**config.mk**
```make
export PLATFORM = sky130hd
export DESIGN_NAME = utf8_cyrillic_uppercase_stream_top
export DESIGN_NICKNAME = d
export VERILOG_FILES = /design/src/rtl/u8cu_pkg.sv /design/src/rtl/utf8_cyrillic_uppercase_stream_top.sv
export SDC_FILE = /design/constraint.sdc
export NUM_CORES = 1
export LEC_CHECK = 0
export BUFFER_PORTS_ARGS = -buffer_cell sky130_fd_sc_hd__buf_4
export CORE_UTILIZATION = 46
export CTS_CLUSTER_DIAMETER = 100
export DETAILED_ROUTE_END_ITERATION = 16
export HOLD_SLACK_MARGIN = 0.06
export PLACE_DENSITY = 0.74
export SKIP_CTS_REPAIR_TIMING = 1
export SYNTH_ARGS = -nofsm -noshare
export SYNTH_HDL_FRONTEND = slang
export SYNTH_SLANG_ARGS = --single-unit
```
**constraint.sdc**
```tcl
create_clock -name clock -period 3.1 [get_ports clock]
set_clock_uncertainty 0.1 [all_clocks]
set_input_delay 0.62 -clock clock [delete_from_list [all_inputs] [get_ports clock]]
set_output_delay 0.62 -clock clock [all_outputs]
set_load 0.1 [all_outputs]
```
**src/rtl/u8cu_pkg.sv**
```systemverilog
`default_nettype none

package u8cu_pkg;

   // Code points touched by the case mapping (11-bit two-byte range)
   localparam logic [10:0] CP_SMALL_A   = 11'h430;
   localparam logic [10:0] CP_SMALL_YA  = 11'h44F;
   localparam logic [10:0] CP_SMALL_IO  = 11'h451;
   localparam logic [10:0] CP_CAP_IO    = 11'h401;
   localparam logic [10:0] CP_SMALL_I   = 11'h456;
   localparam logic [10:0] CP_CAP_I     = 11'h406;
   localparam logic [10:0] CP_SMALL_YI  = 11'h457;
   localparam logic [10:0] CP_CAP_YI    = 11'h407;
   localparam logic [10:0] CP_SMALL_YE  = 11'h454;
   localparam logic [10:0] CP_CAP_YE    = 11'h404;
   localparam logic [10:0] CP_SMALL_GHE = 11'h491;
   localparam logic [10:0] CP_CAP_GHE   = 11'h490;
   localparam logic [10:0] CP_CASE_OFS  = 11'h020;
   localparam logic [10:0] CP_ONE_BYTE  = 11'h080;

   // Bytes of output a single request can produce
   localparam int unsigned MAX_OUT = 4;

   typedef struct packed {
      logic [7:0] data_byte;
      logic       is_last;
   } req_type;

   typedef struct packed {
      logic [7:0] out_byte;
      logic       out_last;
   } rsp_type;

   // Re-encoded two-byte sequence: one or two bytes
   typedef struct packed {
      logic       two;
      logic [7:0] b0;
      logic [7:0] b1;
   } pair_type;

endpackage

`default_nettype wire

```
**src/rtl/utf8_cyrillic_uppercase_stream_top.sv**
```systemverilog
// Latency: the first output byte of a request is valid the cycle after it is taken.
// Throughput: one request per cycle while each request gives at most one byte and the
//   receiver is ready; a request that gives n bytes (n up to 3, or 4 for a completed
//   four-byte sequence) holds the output until all n are read, the next request is taken as the last is read.
// Reset: synchronous, clears the held-byte count and the output buffer.
`default_nettype none

module utf8_cyrillic_uppercase_stream_top (
   input  wire                 clock,
   input  wire                 reset,
   input  wire                 req_valid,
   output logic                req_ready,
   input  u8cu_pkg::req_type   req_data,
   output logic                rsp_valid,
   input  wire                 rsp_ready,
   output u8cu_pkg::rsp_type   rsp_data
);

   // a-z to A-Z, everything else unchanged
   function automatic logic [7:0] up_ascii(input logic [7:0] x);
      if (x inside {[8'h61:8'h7A]}) begin
         return x - 8'h20;
      end
      return x;
   endfunction

   // sequence length implied by a lead byte
   function automatic logic [2:0] seq_len(input logic [7:0] x);
      if (x[7:5] == 3'b110) return 3'd2;
      if (x[7:4] == 4'b1110) return 3'd3;
      if (x[7:3] == 5'b11110) return 3'd4;
      return 3'd1;
   endfunction

   // decode, uppercase and re-encode a two-byte sequence
   function automatic u8cu_pkg::pair_type enc_pair(input logic [7:0] lead,
                                                  input logic [7:0] trail);
      logic [10:0]        cp;
      u8cu_pkg::pair_type p;
      cp = {lead[4:0], trail[5:0]};
      if (cp inside {[u8cu_pkg::CP_SMALL_A:u8cu_pkg::CP_SMALL_YA]}) begin
         cp = cp - u8cu_pkg::CP_CASE_OFS;
      end else if (cp == u8cu_pkg::CP_SMALL_IO) begin
         cp = u8cu_pkg::CP_CAP_IO;
      end else if (cp == u8cu_pkg::CP_SMALL_I) begin
         cp = u8cu_pkg::CP_CAP_I;
      end else if (cp == u8cu_pkg::CP_SMALL_YI) begin
         cp = u8cu_pkg::CP_CAP_YI;
      end else if (cp == u8cu_pkg::CP_SMALL_YE) begin
         cp = u8cu_pkg::CP_CAP_YE;
      end else if (cp == u8cu_pkg::CP_SMALL_GHE) begin
         cp = u8cu_pkg::CP_CAP_GHE;
      end
      // overlong form collapses to one byte
      if (cp < u8cu_pkg::CP_ONE_BYTE) begin
         p.two = 1'b0;
         p.b0  = cp[7:0];
         p.b1  = cp[7:0];
      end else begin
         p.two = 1'b1;
         p.b0  = {3'b110, cp[10:6]};
         p.b1  = {2'b10, cp[5:0]};
      end
      return p;
   endfunction

   // held sequence state
   logic [7:0]  held_ff [3];
   logic [7:0]  held_in [3];
   logic [1:0]  held_n_ff, held_n_in;

   // output buffer, drained from entry 0
   logic [7:0]  buf_ff [u8cu_pkg::MAX_OUT];
   logic [7:0]  buf_in [u8cu_pkg::MAX_OUT];
   logic [2:0]  buf_n_ff, buf_n_in;
   logic        buf_last_ff, buf_last_in;

   logic [7:0]  res_b [u8cu_pkg::MAX_OUT];
   logic [2:0]  res_n;
   logic [2:0]  need;
   logic        accept, take;
   logic [7:0]  b;
   logic        last;
   u8cu_pkg::pair_type pair0, pair1;

   assign b         = req_data.data_byte;
   assign last      = req_data.is_last;
   assign rsp_valid = (buf_n_ff != 3'd0);
   assign take      = rsp_valid && rsp_ready;
   assign req_ready = (buf_n_ff == 3'd0) || ((buf_n_ff == 3'd1) && rsp_ready);
   assign accept    = req_valid && req_ready;

   assign rsp_data.out_byte = buf_ff[0];
   assign rsp_data.out_last = buf_last_ff && (buf_n_ff == 3'd1);

   assign need  = seq_len(held_ff[0]);
   assign pair0 = enc_pair(held_ff[0], b);
   assign pair1 = enc_pair(held_ff[1], b);

   // result bytes and held-state update for the incoming request
   always_comb begin
      for (int i = 0; i < u8cu_pkg::MAX_OUT; i++) begin
         res_b[i]   = b;
      end
      for (int i = 0; i < 3; i++) begin
         held_in[i] = held_ff[i];
      end
      res_n     = 3'd0;
      held_n_in = held_n_ff;
      if (held_n_ff == 2'd0) begin
         if (!b[7] || (seq_len(b) == 3'd1) || last) begin
            res_b[0]  = up_ascii(b);
            res_n     = 3'd1;
         end else begin
            held_in[0] = b;
            held_n_in  = 2'd1;
         end
      end else if (({1'b0, held_n_ff} + 3'd1) >= need) begin
         // sequence complete
         held_n_in = 2'd0;
         if (need == 3'd2) begin
            res_b[0] = pair0.b0;
            res_b[1] = pair0.b1;
            res_n    = pair0.two ? 3'd2 : 3'd1;
         end else begin
            res_b[0] = held_ff[0];
            res_b[1] = held_ff[1];
            res_b[2] = (need == 3'd3) ? b : held_ff[2];
            res_b[3] = b;
            res_n    = need;
         end
      end else if (last) begin
         // string ends inside a sequence: lead passes, the rest is rescanned
         held_n_in = 2'd0;
         res_b[0]  = held_ff[0];
         if (held_n_ff == 2'd1) begin
            res_b[1] = up_ascii(b);
            res_n    = 3'd2;
         end else if (seq_len(held_ff[1]) == 3'd2) begin
            res_b[1] = pair1.b0;
            res_b[2] = pair1.b1;
            res_n    = pair1.two ? 3'd3 : 3'd2;
         end else begin
            res_b[1] = up_ascii(held_ff[1]);
            res_b[2] = up_ascii(b);
            res_n    = 3'd3;
         end
      end else begin
         held_in[held_n_ff] = b;
         held_n_in          = held_n_ff + 2'd1;
      end
   end

   // output buffer load and drain
   always_comb begin
      for (int i = 0; i < u8cu_pkg::MAX_OUT; i++) begin
         buf_in[i] = buf_ff[i];
      end
      buf_n_in    = buf_n_ff;
      buf_last_in = buf_last_ff;
      if (accept) begin
         for (int i = 0; i < u8cu_pkg::MAX_OUT; i++) begin
            buf_in[i] = res_b[i];
         end
         buf_n_in    = res_n;
         buf_last_in = last;
      end else if (take) begin
         for (int i = 0; i < u8cu_pkg::MAX_OUT - 1; i++) begin
            buf_in[i] = buf_ff[i + 1];
         end
         buf_n_in = buf_n_ff - 3'd1;
      end
   end

   // control registers
   always_ff @(posedge clock) begin
      if (reset) begin
         held_n_ff   <= 2'd0;
         buf_n_ff    <= 3'd0;
         buf_last_ff <= 1'b0;
      end else begin
         if (accept) begin
            held_n_ff <= held_n_in;
         end
         buf_n_ff    <= buf_n_in;
         buf_last_ff <= buf_last_in;
      end
   end

   // payload registers
   always_ff @(posedge clock) begin
      if (accept) begin
         for (int i = 0; i < 3; i++) begin
            held_ff[i] <= held_in[i];
         end
      end
      for (int i = 0; i < u8cu_pkg::MAX_OUT; i++) begin
         buf_ff[i] <= buf_in[i];
      end
   end

endmodule

`default_nettype wire

```
; After elaboration in Yosys (flattened, before gate mapping)
; Memory sizes are Yosys's and may differ from the RTL's.
; Index checks and enable logic that the tools add are counted.
; W data, S select, Z words.
[word_totals]
wordCells = 204
regBits = 6
n_memories = 2
out_inout_bits = 11
in_bits = 13
ram_bits = 56
[mem_list]
columns = name, words, width, read_ports, rd_clocked_by_memory_dff, wr, line_no
row1 = buf_ff, 4, 8, 4, 0, 4, utf8_cyrillic_uppercase_stream_top.sv:73  ; logic [7:0] buf_ff [u8cu_pkg::MAX_OUT];
row2 = held_ff, 3, 8, 3, 0, 3, utf8_cyrillic_uppercase_stream_top.sv:68  ; logic [7:0] held_ff [3];
[classes]
bitwise_logic = 1
n_eq_ne = 26
n_mux = 134
reduce_logical = 18
magnitude_cmp = 13
n_addsub = 7
[ops]
columns = operator, n
row1 = $mux W24, 7
row2 = $mux W11, 12
row3 = $mux W8, 16
row4 = $eq A11 B11 Y1 const B, 10
row5 = $mux W3, 28
row6 = $mux W16, 4
row7 = $mux W1, 57
row8 = $mux W17, 2
row9 = $bwmux W24, 1
row10 = $ge A11 B11 Y1 const B, 2
row11 = $le A11 B11 Y1 const B, 2
row12 = $lt A11 B8 Y1 const B, 2
row13 = $sub A11 B6 Y11 const B, 2
row14 = $demux W8 S2, 1
row15 = $ge A8 B7 Y1 const B, 2
row16 = $le A8 B7 Y1 const B, 2
row17 = $sub A8 B6 Y8 const B, 2
row18 = $eq A5 B5 Y1 const B, 3
row19 = $eq A4 B4 Y1 const B, 3
row20 = $mux W2, 6
row21 = $eq A3 B2 Y1 const B, 3
row22 = $eq A3 B3 Y1 const B, 3
row23 = $logic_and A1 B1 Y1, 9
row24 = $eq A3 B1 Y1 const B, 2
row25 = other kinds (16), 18

; Logic depth before layout (Yosys ltp)
; An unclocked memory read counts as a cell.
[logic_depth]
ltp_word = 43
mapped_depth = 11
ltp_nobuf = 10

; Worst setup path before layout
; Ideal clock, no wire load.
[synth_path]
path_type = reg2reg
start = memory held_ff[0][5]
end = memory held_ff[1][2], in the netlist held_ff[0][10], enable pin
period_less_slack_ps = 2885
required_time_ps = 2668
n_path_buf = 1
arrival_ps = 2454
path_stages_with_launch = 10
slack_ps = 215
path_cell_list = edfxtp_1 and3b_1 clkbuf_1 nor2_1 ha_1 nand2b_1 a21oi_2 nand2_1 nor3_1 and2_1
[synth_lines]
columns = item, line_no
row1 = from (decl), utf8_cyrillic_uppercase_stream_top.sv:68

==> metrics list <==
* Clock latency of the later-clocked register in the worst-skew pair: 0.35 ns
- For this run, the number of Yosys warnings is 0.
- H-tree depth: 3
- Post-detail-place hpwl: 8720 um
* Instance count of the mapped netlist: 428
- The worst setup path is captured at a flop.
* Clock transition at the registers of the reported paths: 0.08 ns
* Drt wl/cell: 21.2 um
- Count of buffer and inverter cells on the critical path: 1
- When the netlist entered floorplanning its net count stood at 464.
- First-pass GRT wire length: 19100 um
- The routed design has 12200 um of wire.
* Row count: 33
- Number of antenna violations at the first check in global routing: 0
- The signal on the critical path passes through nand2_1 -> nor3_2 -> inv_1 -> ha_1 -> and2_1 -> a21oi_4 -> nor3_1 -> a41oi_1 -> o221ai_1 -> o22a_1.
- The analysis attributes to cell leakage a power of 1.71 nW.
- The via count of the first global-routing pass came to 3449.
* Drc violations: 0
* Design area: 4730 um2
* Aggregate global-route resource usage: 28.3%
- For this run, the leading register cell type out of synthesis is edfxtp_1.
- Sequential elements use 44.2% of the synthesized area.
- Clock tree from TritonCTS: yes
* Number of distinct library cell variants in the gate-level netlist after synthesis: 68
- The floorplan step defined a core boundary enclosing 8380 um2.
- In this run, placement finished with an instance count of 558.
- STA puts the critical path data required time at 3.22 ns.
* Post-Syn Area per Cell: 9.52 um2
- The synthesized design devotes to its leading area cell type 41.3% of total area.
- After detailed placement, the total cell area comes to 4480 um2.
- For the pin with the worst max-slew slack, the measured transition is 0.736 ns.
* Outcome: completed
* Hold Worst Slack: 0.355 ns
- Relative max-transition margin: 50.9%
* Family with the most delay on the worst path: simple AND/OR/NAND/NOR gates
- Entering global routing, the biggest net connects 30 pins.
- The worst setup path is launched from a flop.
- Derived from the worst setup path, the maximum achievable clock frequency is 0.335 GHz.
- Number of vias per cell after detailed routing: 6.54
- Top cells by count, synth: 56 x edfxtp_1, 41 x nand2_1, 34 x nor2_1
- Ratio of cells with drive above 1 in the final layout: 18.1%
* Effective utilization at floorplan: 48.6%
* Library cell with the highest instance count after synthesis: edfxtp_1
- Post-layout nets: 500
- Power density normalized to cell area: 687 nW/um2
- Setup total negative slack: 0 ns
- The path class of the tightest hold or removal check is reg2reg.
* Remaining global-route overflow: 0
- At the worst endpoint, the arrival time is 3.11 ns.
* Die width: 96.1 um
- Violation count after the first detailed-routing iteration: 427
* P&R area growth vs syn: 16.1%
- Max-cap violations in this run came to 0.
- Clk sink count: 62
* Final-report setup violation count: 0
* Fill cell instance count of the final layout: 751
- 0 antenna diodes ended up in the layout.
- The smallest clock period supported by the final layout is computed as 2.99 ns.
* Die outline height: 96.1 um
- In the synthesized netlist the async set-or-reset flop fraction comes to 0%.
- Count of endpoints failing hold in the final timing report: 0
- Standard cell with the maximum stage delay on the critical path: nor3_1
* Detailed Routing Iterations Pass 1: 6
- Critical setup path kind: reg2reg
* Total number of vias: 3755
- On the worst path, the slowest cell contributes a delay of 0.57 ns.
* Fin cells: 574
* CTS Root Buffer Type: clkbuf_8
- Max-slew violation count: 0
- The mapped netlist covers 4080 um2.
- Setup repair after global routing missed its margin: no
- The sequential cells in the finished layout cover a total of 1800 um2.
- In the finished design, the share of the clock period the worst path needs comes to 96.3%.
- edfxtp_1 takes more of the synthesized area than any other cell.
- Crit path max fanout: 7
- Area enclosed by the die boundary: 9240 um2
* Number of I/O pins: 24
- Port Buf Inserts: 23
* Post-synthesis sequential element count: 62
- Counting along the longest clock path gives a buffer depth of 2.
- The synthesized design contains 56 enable-type register cells.
* Biggest area contributors in the synthesized netlist: edfxtp_1 41%, ha_1 7.1%, o21ai_0 3.9%
- Peak supply drop: 0.283 mV
- The congestion estimate from routability-driven global placement came to 0.949.
- In this run the remaining antenna-violating nets after routing total 0.
- Clock buffers created by TritonCTS: 9
- Multi-input combinational cell area: 2120 um2
[layer usage]
| layer | GRT usage, % | vias up | share of wire (%) |
|---|---|---|---|
| met5 | 0 | - | 0 |
| met4 | 9.08 | 0 | 2.0 |
| met3 | 5.77 | 26 | 9.0 |
| met2 | 43.1 | 202 | 47 |
| met1 | 40.0 | 1814 | 42 |
| li1 | - | 1713 | - |
[cell families after synthesis]
kind of cell	count (synthesis)	share of synthesized area [%]
fa+ha+maj	23	7.06
simple gates	150	18.4
compound gates	139	23.8
xor+xnor	2	0.430
buf+inv	45	4.33
mux	7	1.75
flops	62	44.2
[sequential cells by signal, indices dropped and copies added, names as in the netlist]
signal / count
buf_ff: 32
buf_last_ff: 1
buf_n_ff: 3
held_ff: 24
held_n_ff: 2
[power breakdown]
part	internal (W)	switching, W	leakage, nW	total, W
clock network	0.000455	0.000359	0.106	0.000814
registers	0.00115	0.0000572	0.574	0.00120
logic	0.000331	0.000902	1.03	0.00123
total	0.00193	0.00132	1.71	0.00325
[worst reg2reg max path, delay by kind of cell (launching register included)]
kind | cells | cell delay [ns]
AND/OR/NAND/NOR | 4 | 1.20
adder cells (fa/ha/maj) | 1 | 0.29
AO/OA/AOI/OAI | 4 | 0.75
flip-flops | 1 | 0.43
buffers and inverters | 1 | 0.08
[final cells by class]
type | instances | area share, %
Multi-Input combinational cell | 321 | 44.9
Sequential cell | 62 | 38.1
Timing Repair Buffer | 51 | 8.09
Tap cell | 105 | 2.78
Clock buffer | 9 | 2.62
Clock inverter | 7 | 2.06
Inverter | 19 | 1.51
[path summary, 6_finish.rpt]
check,from,endpoint,slack (ns),cells after the start
max,held_ff[0][6],buf_ff[1][5],0.11,10
max reg2reg,held_ff[0][6],buf_ff[1][5],0.11,10
min reg2reg,buf_last_ff,buf_last_ff,0.36,2
min,buf_last_ff,buf_last_ff,0.36,2
[per-stage QoR]
stage	power, W	setup WS (ns)	utilization [%]
after floorplan	0.00211	0.215	-
after global placement	0.00241	0.121	53.5
after detailed placement	0.00244	-0.00671	53.5
after CTS	0.00325	-0.0439	56.1
after global routing	0.00338	0.0246	56.4
final	0.00325	0.115	56.4
[cells in the final DEF (no fill, tap or decap), types with 8 or more instances in the layout]
cell,n
a31oi_1,8
nand2_1,40
edfxtp_1,56
inv_1,18
nand3_1,12
a21oi_1,26
ha_1,23
nor3_1,11
clkbuf_8,9
buf_4,51
nor2_1,33
and2_1,11
o21ai_0,32
No activity file was read; power rests on OpenSTA's default activity.
